### src/hdl/gif_lzw_decoder_macros.svh
// Assertion helpers for the GIF LZW decoder.
// Both sample on clk and are disabled while rst is high.
`ifndef GIF_LZW_DECODER_MACROS_SVH
`define GIF_LZW_DECODER_MACROS_SVH

// Same-cycle implication.
`define GLD_ASSERT_NOW(lbl, ante, cons, msg) \
  lbl: assert property (@(posedge clk) disable iff (rst) (ante) |-> (cons)) else $error(msg);

// Next-cycle implication.
`define GLD_ASSERT_NEXT(lbl, ante, cons, msg) \
  lbl: assert property (@(posedge clk) disable iff (rst) (ante) |=> (cons)) else $error(msg);

`endif

### src/hdl/gld_pkg.sv
`default_nettype none
package gld_pkg;

  localparam int CFG_W       = 24;
  localparam int BUF_W       = 24;
  localparam int BCNT_W      = 5;
  localparam int CWID_W      = 4;
  localparam int STACK_BITS  = 12;

  localparam logic [2:0] ST_BUSY     = 3'd0;
  localparam logic [2:0] ST_OK       = 3'd1;
  localparam logic [2:0] ST_TRUNC    = 3'd2;
  localparam logic [2:0] ST_MISMATCH = 3'd3;
  localparam logic [2:0] ST_LEAD_END = 3'd4;

  localparam logic CFG_MIN_CODE_SIZE = 1'b0;
  localparam logic CFG_PIXEL_COUNT   = 1'b1;

  typedef struct packed {
    logic       start_image;
    logic       byte_valid;
    logic [7:0] data_byte;
    logic       stream_end;
  } in_item_t;

  typedef struct packed {
    logic       byte_taken;
    logic       pixel_valid;
    logic [7:0] pixel_index;
    logic       pixel_last;
    logic [2:0] status;
  } out_item_t;

  typedef struct packed {
    logic [3:0]       min_code_size;
    logic [CFG_W-1:0] pixel_count;
  } cfg_t;

endpackage
`default_nettype wire

### src/hdl/gld_channels.sv
`default_nettype none
interface gld_in_if;
  logic       valid;
  logic       ready;
  logic       start_image;
  logic       byte_valid;
  logic [7:0] data_byte;
  logic       stream_end;
  modport source (output valid, start_image, byte_valid, data_byte, stream_end, input ready);
  modport sink   (input valid, start_image, byte_valid, data_byte, stream_end, output ready);
endinterface

`default_nettype wire

### src/hdl/gld_in_queue.sv
`default_nettype none
module gld_in_queue
  import gld_pkg::*;
(
  input  wire logic clk,
  input  wire logic rst,
  gld_in_if.sink    up,
  output in_item_t  head,
  output logic      head_valid,
  input  wire logic pop
);
  // two-entry item queue
  in_item_t   entries [2];
  logic       wr_ptr;
  logic       rd_ptr;
  logic [1:0] count;
  logic       push;
  logic       take;

  assign up.ready   = (count != 2'd2);
  assign push       = up.valid && up.ready;
  assign head_valid = (count != 2'd0);
  assign take       = pop && head_valid;
  assign head       = entries[rd_ptr];

  always_ff @(posedge clk) begin
    if (push) begin
      entries[wr_ptr] <= '{start_image: up.start_image, byte_valid: up.byte_valid,
                           data_byte: up.data_byte, stream_end: up.stream_end};
    end
  end

  always_ff @(posedge clk) begin
    if (rst) begin
      wr_ptr <= 1'b0;
      rd_ptr <= 1'b0;
      count  <= 2'd0;
    end else begin
      if (push) wr_ptr <= ~wr_ptr;
      if (take) rd_ptr <= ~rd_ptr;
      count <= count + 2'(push) - 2'(take);
    end
  end
endmodule
`default_nettype wire

### src/flat_wrapper.sv
// flat-port wrapper written by rule: the top's interface ports become plain ports
module gld_in_queue_flat import gld_pkg::*;
  (clk, rst, head, head_valid, pop, up_valid, up_start_image, up_byte_valid, up_data_byte, up_stream_end, up_ready);
  gld_in_if up_i ();
  input  wire logic clk;
  input  wire logic rst;
  output in_item_t head;
  output logic head_valid;
  input  wire logic pop;
  input wire logic [$bits(up_i.valid)-1:0] up_valid;
  input wire logic [$bits(up_i.start_image)-1:0] up_start_image;
  input wire logic [$bits(up_i.byte_valid)-1:0] up_byte_valid;
  input wire logic [$bits(up_i.data_byte)-1:0] up_data_byte;
  input wire logic [$bits(up_i.stream_end)-1:0] up_stream_end;
  output wire logic [$bits(up_i.ready)-1:0] up_ready;
  assign up_i.valid = up_valid;
  assign up_i.start_image = up_start_image;
  assign up_i.byte_valid = up_byte_valid;
  assign up_i.data_byte = up_data_byte;
  assign up_i.stream_end = up_stream_end;
  assign up_ready = up_i.ready;
  gld_in_queue u_core (.clk(clk), .rst(rst), .up(up_i), .head(head), .head_valid(head_valid), .pop(pop));
endmodule
### config.mk
export PLATFORM = sky130hd
export DESIGN_NAME = gld_in_queue_flat
export DESIGN_NICKNAME = d
export VERILOG_FILES = /design/src/hdl/gif_lzw_decoder_macros.svh /design/src/hdl/gld_pkg.sv /design/src/hdl/gld_channels.sv /design/src/hdl/gld_in_queue.sv /design/src/flat_wrapper.sv
export SDC_FILE = /design/constraint.sdc
export NUM_CORES = 1
export LEC_CHECK = 0
export ABC_AREA = 1
export BUFFER_PORTS_ARGS = -buffer_cell sky130_fd_sc_hd__buf_2
export CORE_MARGIN = 2
export CORE_UTILIZATION = 40
export CTS_CLUSTER_DIAMETER = 60
export CTS_CLUSTER_SIZE = 14
export DETAILED_ROUTE_END_ITERATION = 10
export PLACE_DENSITY = 0.63
export SYNTH_ARGS = -nofsm -noshare
export SYNTH_HDL_FRONTEND = slang
export SYNTH_SLANG_ARGS = --single-unit
### constraint.sdc
create_clock -name clk -period 2.5 [get_ports clk]
set_input_delay 0.125 -clock clk [delete_from_list [all_inputs] [get_ports clk]]
set_output_delay 0.125 -clock clk [all_outputs]
set_load 0.1 [all_outputs]
* After elaboration in Yosys (flattened, before gate mapping)
Memories as Yosys holds them, arrays and structs flattened. A register that Yosys moved wholly into a read port is not among the register bits.
Index checks and enable logic that the tools add are counted.
** Cells by class
- Add/subtract/negate cells :: 2
- Eq/ne operators :: 1
- Multiplexer cells :: 4
- Bitwise logic cells :: 2
- Reductions and logical operators :: 3
** Operator list (count)
- two-way mux 1 bit :: 4
- adder 2 x 1 -> 2 bit :: 1
- logical AND 1 bit :: 2
- != test 2 bit (second input constant) :: 1
- NOT 1 bit :: 2
- nonzero test 2 bit :: 1
- subtractor 2 x 1 -> 2 bit :: 1
** Word-level totals
- Flip-flop bits (word level) :: 4
- RAM bits :: 22
- Bits of input ports :: 15
- Output and inout bits :: 13
- Memories :: 1
** Memory list
- u_core.entries :: depth 2, width 11, read ports 1, clocked after Yosys merged registers in 1, wr ports 1, line gld_in_queue.sv:13 : in_item_t entries [2];

* Depth between registers and ports, before layout
- Depth in word-level cells :: 4
- Depth in mapped cells :: 10

* Least setup slack after synthesis
Ideal clock, no wire load.
- Kind :: register -> register
- From :: register u_core.count[0]
- To :: memory u_core.entries[0][0] (netlist bit) (enable)
- Library setup time :: 378 ps
- Arrival time :: 1743 ps
- Required time :: 2122 ps
- Setup slack :: 379 ps
- Stages on the path, launching flop included :: 5
- Buffers on the path :: 0
- Clock period less this slack :: 2121 ps
- Path through :: dfxtp_1 -> inv_1 -> nand2_1 -> nand2_1 -> nor2_1
** Between the ends
- Word-level cells in the longest chain between the ends :: 4
** RTL lines
- start, declared :: line gld_in_queue.sv:16 : logic [1:0] count;
- start signal, assigned :: line gld_in_queue.sv:41 : count <= count + 2'(push) - 2'(take);
- != test 2 bit :: line gld_in_queue.sv:20 : assign up.ready = (count != 2'd2);
- named net up_ready :: line flat_wrapper.sv:15 : output wire logic [$bits(up_i.ready)-1:0] up_ready;
- logical AND 1 bit :: line gld_in_queue.sv:21 : assign push = up.valid && up.ready;
- two-way mux 1 bit :: line gld_in_queue.sv:27 : if (push) begin
- two-way mux 1 bit (not written as such) :: line gld_in_queue.sv:28 : entries[wr_ptr] <= '{start_image: up.start_image, byte_valid: up.byte_valid,
- end, declared :: line gld_in_queue.sv:13
The timed path passes the listed nets, and every way through them passes these cells.

==> impl_metrics.yaml <==
cells_and_area:
  n_antenna_cell: 0
  layout.nets: 133
  finalInstanceArea_sq_mm: 0.00140
  areaGrowthSynthToFinish_pct: 29.2
  drive_gt1_share_pct: 36.5
  num-fill-cells: 220
  finalNonFillerCells: 145
detailed_routing:
  first_pass_iters: 2
  antenna_left: 0
  drt_iter0_markers: 8
  drt_wl_total_mm: 1.61
  avgRoutedWirePerCell_um: 11.1
  drcViolationCount: 0
  via_per_inst: 4.56
  vias: 661
worst_hold_path:
  whs_path_depth: 3
  min_to: "u_core.wr_ptr$_SDFFE_PP0P_"
  hold_path.startpoint: "up_valid"
  hp-class: "input port to flop"
clocking:
  clockBufferDepth: 2
  cts.sinks: 27
  h-tree-depth: 1
  cts_buffers: 3
  cts_setup_buffers: 0
  cts-resized-gates: 0
  cts_root_buffer: "clkbuf_4"
  clkTransAtPathRegs_ns: 0.13
  hold_buffers: 12
  cts_tree: "built"
  clk_latency_ns: 0.31
sta:
  setup_viol: 0
  tightest_slew_ns: 0.653
  fin_crit_ns: 1.89
  timing.setup.tns_ns: 0
  rsz0062_at_grt: "false"
  min_period_over_period_pct: 75.6
  relSlewSlack_pct: 56.4
  drv_slew: 0
  finalClockSkew_ns: 0.00118
  fmax_mhz: 529
  hold_viol: 0
yosys:
  synth_commonest_cells: "edfxtp_1, mux2_4, inv_1, nor2_1, nand2_1"
  avgSynthCellArea_sq_um: 15.0
  ys_seq_area_share_pct: 70.4
  synth_top_area_share_pct: 61.1
  ys.flop_type: "edfxtp_1"
  syn-num-nets: 89
  async_flop_share_pct: 0
  ys_warn_count: 0
  synth_top_area_cell: "edfxtp_1"
  netlist_area_sq_mm: 0.00108
  synth_area_leaders: "edfxtp_1, mux2_4, dfxtp_1, inv_1, nor2_1"
  postSynthCellCount: 72
  ys_seq_elements: 27
  yosysUniqueCellTypes: 11
  synth_edf_count: 22
  yosysMostFrequentCell: "edfxtp_1"
flow_run:
  maxCapViolCount: 0
setup_path:
  arrival_ns: 1.76
  critPathMaxStageDelay_ns: 0.76
  cp-start-kind: "flop"
  cpLargestDelayFamily: "flip-flops"
  path_class: "flop to output pin"
  path_cells: "mux2_4 -> buf_2"
  cp.buffers_inverters: 1
  cp_slowest_cell: "dfxtp_1"
  critPathRequiredTime_ns: 2.38
  reg2reg_depth: 8
  reg2reg_to: "u_core.count[1]$_SDFF_PP0_"
  ff2ff_setup_slack_ns: 1.06
  cp-end-kind: "output pin"
  r2r-start: "u_core.count[1]$_SDFF_PP0_"
  cp_max_fo: 11
placement:
  place_area_sq_mm: 0.00125
  hpwlAfterDp_mm: 1.14
  gp_congestion: 0.729
  port-buffer-count: 27
  placed_cells: 129
global_routing:
  track_usage_pct: 11.6
  antenna_found_initial: 0
  grt_max_degree: 15
  overflow: 0
  grt_pass1_vias: 668
  grt_pass1_wl_mm: 2.70
power:
  power_uw: 1680
  irDropWorstVdd_mv: 0.839
  pwr-share-clk_pct: 10.5
  power_frac_seq_pct: 37.5
  p_leak_uw: 0.000607
  switching_share_pct: 50.0
  share_comb_of_total_power_pct: 52.1
  p_switching_uw: 839
  intPower_uw: 840
  power_density_mw_per_mm2: 1200
die:
  die-area_sq_mm: 0.00313
  io_pins: 28
  fp.dieH_um: 56.0
  rows: 18
  core_sq_mm: 0.00252
  die_w_um: 56.0
  start_util_pct: 42.9
run_status:
  outcome: "complete, no violations"
==> per-layer routing <==
layer	global-route usage (%)	part of all wire [%]	vias up
met3	2.79	6.5	4
met1	11.6	41	299
met4	7.14	1.9	0
met2	21.2	50	22
li1	-	-	336
met5	0	0	-
==> power by group through the flow <==
stage	clock network [uW]	logic (uW)	registers, uW
after global routing	200	918	638
final	176	874	629
after global placement	0	853	637
after detailed placement	0	864	640
after CTS	185	879	630
after floorplan	0	785	611
==> cells by family after synthesis <==
logic type	count (synthesis)	synth area share (%)
mux	11	14.9
simple gates	20	7.29
flops	27	70.4
fa+ha+maj	2	2.31
buf+inv	10	4.17
compound gates	2	0.926
==> worst min-delay path: stages <==
cell     delay (ns)
buf_2          0.10
a21oi_1        0.07
nor2_1         0.09
==> through the flow <==
stage / utilization (%) / worst slack, ns / hold WS [ns]
after floorplan: - / 0.379 / 0.196
after global placement: 49.6 / 0.948 / 0.294
after detailed placement: 49.6 / 0.947 / 0.300
after CTS: 55.4 / 0.579 / 0.0787
after global routing: 55.4 / 0.499 / 0.117
final: 55.4 / 0.611 / 0.0968
==> state kept, by name (all words and copies together), names as in the netlist, named ones only <==
signal / count
u_core.entries: 22
u_core.count: 2
u_core.rd_ptr: 1
u_core.wr_ptr: 1
==> layout make-up <==
| class | count | area (sq um) | share of cell area, % |
|---|---|---|---|
| flip-flops and latches | 27 | 761 | 54.5 |
| repair buffers | 40 | 263 | 18.8 |
| clock buffers | 4 | 26.3 | 1.88 |
| multi-input cells | 35 | 275 | 19.7 |
| inverters | 9 | 33.8 | 2.42 |
| well taps | 30 | 37.5 | 2.69 |
==> placed cells by master, fill, tap and decap left out, types with 3 or more instances in the layout <==
cell type and count:
dfxtp_1 5, dlygate4sd3_1 12, nand3_1 3, inv_1 9, mux2_4 10, edfxtp_1 22, buf_2 27, nand2_1 8
clkbuf_4 3, nor2_1 9
==> how the worst max path moves through the flow <==
stage	end	cells after the start	start	slack [ns]
floorplan	u_core.entries[0][0]$_DFFE_PP_	4	u_core.count[0]$_SDFF_PP0_	0.38
global placement	head[10]	2	flop	0.95
detailed placement	head[5]	2	flop	0.95
CTS	head[5]	2	flop	0.58
global route	head[10]	2	flop	0.50
finish	head[7]	2	flop	0.61
Power figures use the tool's default switching activity.
